File: config.mk
export PLATFORM = sky130hd
export DESIGN_NAME = dtd_out_fifo
export DESIGN_NICKNAME = d
export VERILOG_FILES = /design/src/rtl/core/dtd_pkg.sv /design/src/rtl/core/dtd_out_fifo.sv
export SDC_FILE = /design/constraint.sdc
export NUM_CORES = 1
export LEC_CHECK = 0
export ABC_AREA = 1
export BUFFER_PORTS_ARGS = -buffer_cell sky130_fd_sc_hd__buf_2
export CAP_MARGIN = 25
export CORE_UTILIZATION = 51
export CTS_BUF_LIST = sky130_fd_sc_hd__clkbuf_4 sky130_fd_sc_hd__clkbuf_8
export DETAILED_ROUTE_END_ITERATION = 10
export MAX_ROUTING_LAYER = met4
export PLACE_DENSITY = 0.88
export SETUP_SLACK_MARGIN = 0.4
export SLEW_MARGIN = 20
export SYNTH_ARGS = -nofsm -noshare
export SYNTH_HDL_FRONTEND = slang
export SYNTH_SLANG_ARGS = --single-unit
File: constraint.sdc
create_clock -name clk_i -period 1.7 [get_ports clk_i]
set_clock_uncertainty 0.05 [all_clocks]
set_input_delay 0.255 -clock clk_i [delete_from_list [all_inputs] [get_ports clk_i]]
set_output_delay 0.255 -clock clk_i [all_outputs]
set_load 0.01 [all_outputs]
File: src/rtl/core/dtd_pkg.sv
// Shared types and constants of the DAB time de-interleaver.
package dtd_pkg;

  localparam int SoftW     = 16;
  localparam int CuW       = 10;
  localparam int BitsPerCu = 64;
  localparam int Rows      = 16;
  localparam int RowW      = 4;
  localparam int OutDepth  = 3;
  localparam int OutCntW   = 2;

  localparam logic [RowW-1:0] BitRev [Rows] = '{
    4'd0, 4'd8, 4'd4, 4'd12, 4'd2, 4'd10, 4'd6, 4'd14,
    4'd1, 4'd9, 4'd5, 4'd13, 4'd3, 4'd11, 4'd7, 4'd15
  };

  typedef struct packed {
    logic [SoftW-1:0] soft_bit_out;
    logic             segment_last;
  } out_item_t;

endpackage

File: src/rtl/core/dtd_out_fifo.sv
// Three-entry output queue that decouples the store pipeline from the receiver.
module dtd_out_fifo (
  input  logic                    clk_i,
  input  logic                    rst_ni,
  input  logic                    push_i,
  input  dtd_pkg::out_item_t      push_item_i,
  input  logic                    pop_ready_i,
  output logic                    pop_valid_o,
  output dtd_pkg::out_item_t      pop_item_o,
  output logic [dtd_pkg::OutCntW-1:0] count_o
);
  import dtd_pkg::*;

  out_item_t           entry_q [OutDepth];
  logic [OutCntW-1:0]  wr_ptr_q, wr_ptr_d;
  logic [OutCntW-1:0]  rd_ptr_q, rd_ptr_d;
  logic [OutCntW-1:0]  cnt_q, cnt_d;
  logic                pop;

  function automatic logic [OutCntW-1:0] next_ptr(input logic [OutCntW-1:0] ptr);
    next_ptr = (ptr == OutCntW'(OutDepth - 1)) ? '0 : ptr + OutCntW'(1);
  endfunction

  assign pop_valid_o = (cnt_q != '0);
  assign pop        = pop_valid_o && pop_ready_i;
  assign pop_item_o = entry_q[rd_ptr_q];
  assign count_o    = cnt_q;

  always_comb begin
    wr_ptr_d = push_i ? next_ptr(wr_ptr_q) : wr_ptr_q;
    rd_ptr_d = pop ? next_ptr(rd_ptr_q) : rd_ptr_q;
    cnt_d    = cnt_q + OutCntW'(push_i) - OutCntW'(pop);
  end

  always_ff @(posedge clk_i or negedge rst_ni) begin
    if (!rst_ni) begin
      wr_ptr_q <= '0;
      rd_ptr_q <= '0;
      cnt_q    <= '0;
    end else begin
      wr_ptr_q <= wr_ptr_d;
      rd_ptr_q <= rd_ptr_d;
      cnt_q    <= cnt_d;
    end
  end

  always_ff @(posedge clk_i) begin
    if (push_i) begin
      entry_q[wr_ptr_q] <= push_item_i;
    end
  end

endmodule

==> results of run 1 <==
-- how the worst max path moves through the flow --
| stage | from | end | slack [ns] | cells past startpoint |
|---|---|---|---|---|
| final | rd_ptr_q[1]$_DFFE_PN0P_ | pop_item_o[10] | 0.03 | 5 |
| after global routing | rd_ptr_q[1]$_DFFE_PN0P_ | pop_item_o[10] | -0.04 | 5 |
| after CTS | rd_ptr_q[1]$_DFFE_PN0P_ | pop_item_o[12] | 0.04 | 5 |
| after detailed placement | wr_ptr_q[1]$_DFFE_PN0P_ | entry_q[1][11]$_DFFE_PP_ | 0.26 | 4 |
| after global placement | count_o[1]$_DFF_PN0_ | count_o[1]$_DFF_PN0_ | 0.30 | 9 |
| after floorplan | count_o[1]$_DFF_PN0_ | count_o[1]$_DFF_PN0_ | 0.28 | 9 |
-- per-layer routing --
layer,track usage,vias to the layer above,routed length (um)
met5,-,-,0
met4,0.130,0,119
met3,0.0724,12,181
met2,0.312,39,2200
met1,0.210,713,1700
li1,-,712,-
-- power by group --
group | leakage [nW] | switching [W] | total, W | internal (W)
Combinational | 0.593 | 0.00124 | 0.00224 | 0.000993
Sequential | 0.543 | 0.000118 | 0.00194 | 0.00182
Clock | 0.112 | 0.000498 | 0.00146 | 0.000957
-- critical path, delay by kind of cell, from the launching register on --
| family | cells | cell delay [ns] |
|---|---|---|
| AND/OR/NAND/NOR | 3 | 0.29 |
| buffers and inverters | 2 | 0.28 |
| flip-flops | 1 | 0.46 |
-- logic make-up after synthesis --
family / share of synthesized area
buffers and inverters: 0.0569
AOI/OAI and AO/OA: 0.00437
and+or+nand+nor: 0.193
adders and majority gates: 0.0109
DFF: 0.735
-- cells in the final DEF (no fill, tap or decap) --
| cell type | count |
|---|---|
| edfxtp_1 | 51 |
| nand2_1 | 42 |
| buf_2 | 34 |
| nand3_1 | 24 |
| nand3_2 | 15 |
| buf_6 | 11 |
| clkbuf_8 | 9 |
| buf_4 | 9 |
| inv_2 | 6 |
| dfrtp_1 | 5 |
| inv_1 | 3 |
| bufinv_16 | 3 |
| clkinv_1 | 3 |
| buf_12 | 3 |
| nor2_4 | 2 |
| nand2_2 | 2 |
| nand2_4 | 2 |
| inv_4 | 2 |
| o21ai_0 | 2 |
| ha_4 | 2 |
| inv_6 | 1 |
| nor2_1 | 1 |
| clkinvlp_4 | 1 |
| dlygate4sd3_1 | 1 |
| dfrtp_2 | 1 |
-- stage by stage --
stage / power [W] / util / hold WS [ns] / worst slack, ns / instance area [um2]
floorplan: 0.00319 / - / -0.0906 / 0.284 / 2310
global placement: 0.00363 / 0.618 / 0.0346 / 0.302 / 2560
detailed placement: 0.00370 / 0.618 / 0.0342 / 0.259 / 2560
CTS: 0.00543 / 0.705 / 0.0654 / 0.0371 / 2920
global route: 0.00595 / 0.727 / 0.0623 / -0.0359 / 3010
finish: 0.00563 / 0.727 / 0.0790 / 0.0349 / 3010
-- final cells by class --
cell class	instances	area (um2)	share of cell area
inverters	12	55.1	0.0183
well taps	50	62.6	0.0208
multi-input cells	92	549	0.182
clock inverters	7	109	0.0361
repair buffers	58	432	0.143
flip-flops and latches	57	1680	0.558
clock buffers	9	124	0.0411
-- flip-flops by register name (all words and copies together), names as in the netlist --
name / count
entry_q: 51
wr_ptr_q: 2
rd_ptr_q: 2
count_o: 2
-- repair_timing --
action | in CTS | in global routing
pin swaps | 8 | 5
hold endpoints to repair | 6 | 0
resized for setup | 16 | 16
hold buffers | 1 | 0
setup buffers | 7 | 3
setup endpoints to repair | 62 | 41
==> key figures, run 1 <==
Synth
  • Yosys top cell area share: 0.669
  • Syn avg cell area: 13.7 um2
  • Most used DFF post-synth: edfxtp_1
  • Sequential cell area fraction in the yosys report: 0.735
  • Netlist cell types: 14
  • #FFs+latches synth: 57
  • Post-Syn Area: 2290 um2
  • Ys Warns: 0
  • EDFF count, synth: 51
  • Ys async rst share: 0.105
  • Commonest cells in the netlist: 51 x edfxtp_1, 44 x nand2_1, 29 x nand3_1
  • Post-synth top area cell: edfxtp_1
  • Post-Synthesis Cells: around 170
  • Area contributors post-synth: edfxtp_1 67%, nand2_1 7.2%, dfrtp_1 6.6%
  • Most common cell in the netlist: edfxtp_1
  • Post-Syn Nets: 190

Clocking
  • Worst-Skew Late Latency: between 0.3 and 0.4 ns
  • Clock H-tree levels: 3
  • Num CTS Buffers: 9
  • TritonCTS clock tree: yes
  • Worst-path clk slew: 0.06 ns
  • Sink Count: 57
  • CTS root buf: clkbuf_8
  • Clock Path Buffers: 2

Outcome
  • Status: finished clean

Floorplan
  • Ports: slightly above 40
  • Die ar.: 4760 um2
  • Die Y-Extent: between 60 and 70 um
  • Width of the die: 69.0 um
  • Core Area: 4140 um2
  • Initial Util: 0.552
  • Row count: 23

Worst setup path
  • R2R Setup Slk: between 0.3 and 0.4 ns
  • Startpoint Class: flip-flop
  • Critical path type: reg2out
  • Reg2Reg Depth: 9
  • Worst EP arrival: 1.36 ns
  • WP data required: roughly 1.4 ns
  • Endpoint class of the critical path: output pin
  • Crit-path max FO: 18
  • Largest stage delay, worst path: 0.46 ns
  • CP cell instances: nor2_4, buf_12, nand2_1, nand3_1, buf_2
  • Slowest cell on the critical path: dfrtp_2
  • Worst r2r src: count_o[0]$_DFF_PN0_
  • R2R Path End: count_o[1]$_DFF_PN0_

Power and ir drop
  • Pwr/cell area: approximately 1900 nW/um2
  • Max VDD drop: ~1.4 mV
  • Leakage power: ~1.2 nW

Timing
  • Final period util: 0.979
  • Actual slew at the worst max-slew pin: 0.188 ns
  • Final Max Tran Viols: 0
  • Setup violations, final: 0
  • Final Hold Fails: 0
  • Post-layout min period: 1.67 ns
  • Fmax: around 600 MHz
  • RSZ-0062 raised after global routing: yes
  • Setup_tns: 0 ns
  • Max_slew headroom: 0.875

GRT
  • GRT Residual Overflow: 0
  • Vias in the first global route: 1,351
  • Initial antenna violation count: 0
  • First-pass GRT wire length: 6040 um
  • Gr usage total: 0.198
  • Largest net degree at the start of global routing: 20

Drt
  • Drt total wl: 4200 um
  • Routed vias: 1,476
  • Drt drc: 0
  • Starting DRT DRC Count: 57
  • Antenna violation net count after detailed routing: 0
  • Via-to-Cell Ratio: 5.18
  • WL/cell: around 15 um
  • Drt first pass iters: 4

Placed design
  • Dpl cells: between 200 and 300
  • Port Buffers: 40
  • DP HPWL: 2570 um
  • GP Congestion: 0.728

Layout
  • Fillers: between 200 and 300
  • Antenna cell count: 0
  • Area Growth Syn to Fin: 31.7%
  • Share of layout cells above drive strength 1: 0.438
  • Final #Nets: 253
  • Final std cells w/o fill: 285

Hold path
  • Hold Path Depth: 1
  • WHS Endpoint: entry_q[1][8]$_DFFE_PP_
  • Min-Delay Path Class: in2reg
  • Hold Startpoint: push_item_i[8]

Job
  • MaxCap Viol Count: 0
(Power assumes the default switching activity.)
==> run 2: changes to the inputs <==
--- a/config.mk
+++ b/config.mk
@@ -8,6 +8,7 @@
 export ABC_AREA = 1
 export BUFFER_PORTS_ARGS = -buffer_cell sky130_fd_sc_hd__buf_2
 export CAP_MARGIN = 25
+export CORE_ASPECT_RATIO = 0.7
 export CORE_UTILIZATION = 51
 export CTS_BUF_LIST = sky130_fd_sc_hd__clkbuf_4 sky130_fd_sc_hd__clkbuf_8
 export DETAILED_ROUTE_END_ITERATION = 10
==> key figures, run 2 (synthesis results as in run 1) <==
Timing
  • Fmax: 594 MHz (-1.0%)
  • Final period util: 0.990 (+0.0103)
  • Setup violations, final: 0 (unchanged)
  • Setup_tns: 0 ns (unchanged)
  • Final Hold Fails: 0 (unchanged)
  • Actual slew at the worst max-slew pin: 0.197 ns (+0.00917 ns)
  • Final Max Tran Viols: 0 (unchanged)
  • Setup WS post-layout: 0.0173 ns (-0.0175 ns)
  • Post-layout min period: 1.68 ns (+0.0175 ns)
  • Max_slew headroom: 0.869 (-0.00612)
  • RSZ-0062 raised after global routing: yes

Placed design
  • Port Buffers: 40 (unchanged)
  • GP Congestion: 0.734 (+0.77%)
  • DP Area: 2560 um2 (-0.20%)
  • Dpl cells: 259 (+0.39%)
  • DP HPWL: 2480 um (-3.5%)
  • Setup WS pre-CTS: 0.247 ns (-0.0121 ns)

Power and ir drop
  • Internal power: 0.00407 W (+7.9%)
  • Leakage power: 1.34 nW (+7.6%)
  • Pwr/cell area: 1930 nW/um2 (+3.1%)
  • Switching pwr: 0.00213 W (+15%)
  • Sw Share: 0.344 (+0.0136)
  • Combinational Power Share: 0.461 (+0.064)
  • Clock Power Share: 0.224 (-0.034)
  • Sequential share of power: 0.315 (-0.029)
  • Pwr Total: 0.00620 W (+10%)
  • Max VDD drop: 1.38 mV (+1.4%)

GRT
  • Grt met1 use: 0.222 (+0.0123)
  • First-pass GRT wire length: 6240 um (+3.2%)
  • Gr usage total: 0.201 (+0.00261)
  • Largest net degree at the start of global routing: 20 (unchanged)
  • Met2 Usage GRT: 0.308 (-0.00375)
  • Busiest grt layer: met2
  • GR Util met3: 0.104 (+0.0316)
  • GRT Residual Overflow: 0 (unchanged)
  • Initial antenna violation count: 0 (unchanged)
  • Vias in the first global route: 1,380 (+2.1%)

Layout
  • Antenna cell count: 0 (unchanged)
  • Max reg flops: 51 (unchanged)
  • Commonest non-fill, non-tap cell in the layout: edfxtp_1
  • Final #Nets: 255 (+0.79%)
  • Top reg by flops: entry_q
  • Final Cell Area: 3220 um2 (+6.8%)
  • Final std cells w/o fill: 289 (+1.4%)
  • Share of layout cells above drive strength 1: 0.553 (+0.114)
  • Area Growth Syn to Fin: 40.7%
  • Footprint of the multi-input gates: 644 um2 (+17%)
  • Fillers: 236 (-11%)
  • Register area: 1680 um2 (unchanged)
  • Most frequent cells in the layout: 51 x edfxtp_1, 27 x buf_6, 26 x nand2_1

Floorplan
  • Width of the die: 82.1 um (+19%)
  • Initial Util: 0.556 (+0.00420)
  • Die ar.: 4760 um2 (about the same)
  • Die Y-Extent: 58.0 um (-16%)
  • Row count: 19 (-17%)
  • Core Area: 4110 um2 (-0.75%)
  • Ports: 41 (unchanged)

Clocking
  • Clock H-tree levels: 3 (unchanged)
  • CTS root buf: clkbuf_8
  • Worst-path clk slew: 0.07 ns (about the same)
  • Sink Count: 57 (unchanged)
  • TritonCTS clock tree: yes
  • Worst-Skew Late Latency: 0.33 ns (about the same)
  • Clock Path Buffers: 2 (unchanged)
  • Num CTS Buffers: 9 (unchanged)

Worst setup path
  • Crit-path max FO: 8 (-10)
  • WP data required: 1.39 ns (about the same)
  • Worst EP arrival: 1.38 ns (+0.02 ns)
  • Endpoint class of the critical path: output pin
  • Startpoint Class: flip-flop
  • Critical path type: reg2out

Job
  • MaxCap Viol Count: 0 (unchanged)

Drt
  • WL/cell: 15.1 um (+2.8%)
  • Starting DRT DRC Count: 61 (+7.0%)
  • Routed vias: 1,494 (+1.2%)
  • Drt first pass iters: 4 (unchanged)
  • Antenna violation net count after detailed routing: 0 (unchanged)
  • Drt drc: 0 (unchanged)
  • Via-to-Cell Ratio: 5.17 (-0.18%)
  • Drt total wl: 4380 um (+4.3%)

Hold path
  • Min-Delay Path Class: in2reg

Outcome
  • Status: finished clean
[run 2: worst max-delay path: stages, from the launching register on]
cell and delay, ns:
dfrtp_2 0.46, nor2_4 0.17, buf_8 0.17, nand2_2 0.06, nand3_2 0.07, buf_6 0.10
[run 2: worst paths after layout]
path / start / end / slack, ns / cells past startpoint
min in group asynchronous: rst_ni / count_o[1]$_DFF_PN0_ / 0.23 / 2
worst max-delay path: rd_ptr_q[1]$_DFFE_PN0P_ / pop_item_o[9] / 0.02 / 5
max in group asynchronous: rst_ni / rd_ptr_q[1]$_DFFE_PN0P_ / 1.21 / 2
worst max register to register: count_o[0]$_DFF_PN0_ / count_o[1]$_DFF_PN0_ / 0.35 / 9
worst min-delay path: push_item_i[0] / entry_q[2][0]$_DFFE_PP_ / 0.07 / 1
worst min register to register: wr_ptr_q[0]$_DFFE_PN0P_ / wr_ptr_q[1]$_DFFE_PN0P_ / 0.53 / 2
[run 2: what timing repair did]
item,in CTS,in global routing
cloned,0,1
pin swaps,7,6
endpoints found under the hold margin,6,0
buffers inserted,5,7
resized for setup,22,55
setup endpoints to repair,51,53
hold buffers,1,0
[run 2: power by group through the flow]
| stage | clock, W | combinational (W) | sequential (W) |
|---|---|---|---|
| 5_1_grt | 0.00148 | 0.00308 | 0.00197 |
| 6_report | 0.00139 | 0.00286 | 0.00195 |
| 3_3_place_gp | 0 | 0.00170 | 0.00194 |
| 4_1_cts | 0.00142 | 0.00208 | 0.00193 |
| 2_1_floorplan | 0 | 0.00124 | 0.00195 |
| 3_5_place_dp | 0 | 0.00174 | 0.00195 |
[run 2: area by class of cell]
cell class,instances,area share
Clock buffer,9,0.0385
Clock inverter,7,0.0319
Inverter,12,0.0163
Multi-Input combinational cell,92,0.200
Sequential cell,57,0.523
Tap cell,52,0.0202
Timing Repair Buffer,60,0.171
[run 2: stage by stage]
stage,util,hold slack (ns)
after floorplan,-,-0.0906
after global routing,0.783,0.0526
after detailed placement,0.622,0.0378
after CTS,0.711,0.0504
final,0.783,0.0684
after global placement,0.622,0.0367
[run 2: metal layers]
metal | vias to the layer above | share of wire
met5 | - | 0
met4 | 0 | 0.0064
met3 | 5 | 0.082
met2 | 68 | 0.50
met1 | 703 | 0.41
li1 | 718 | -
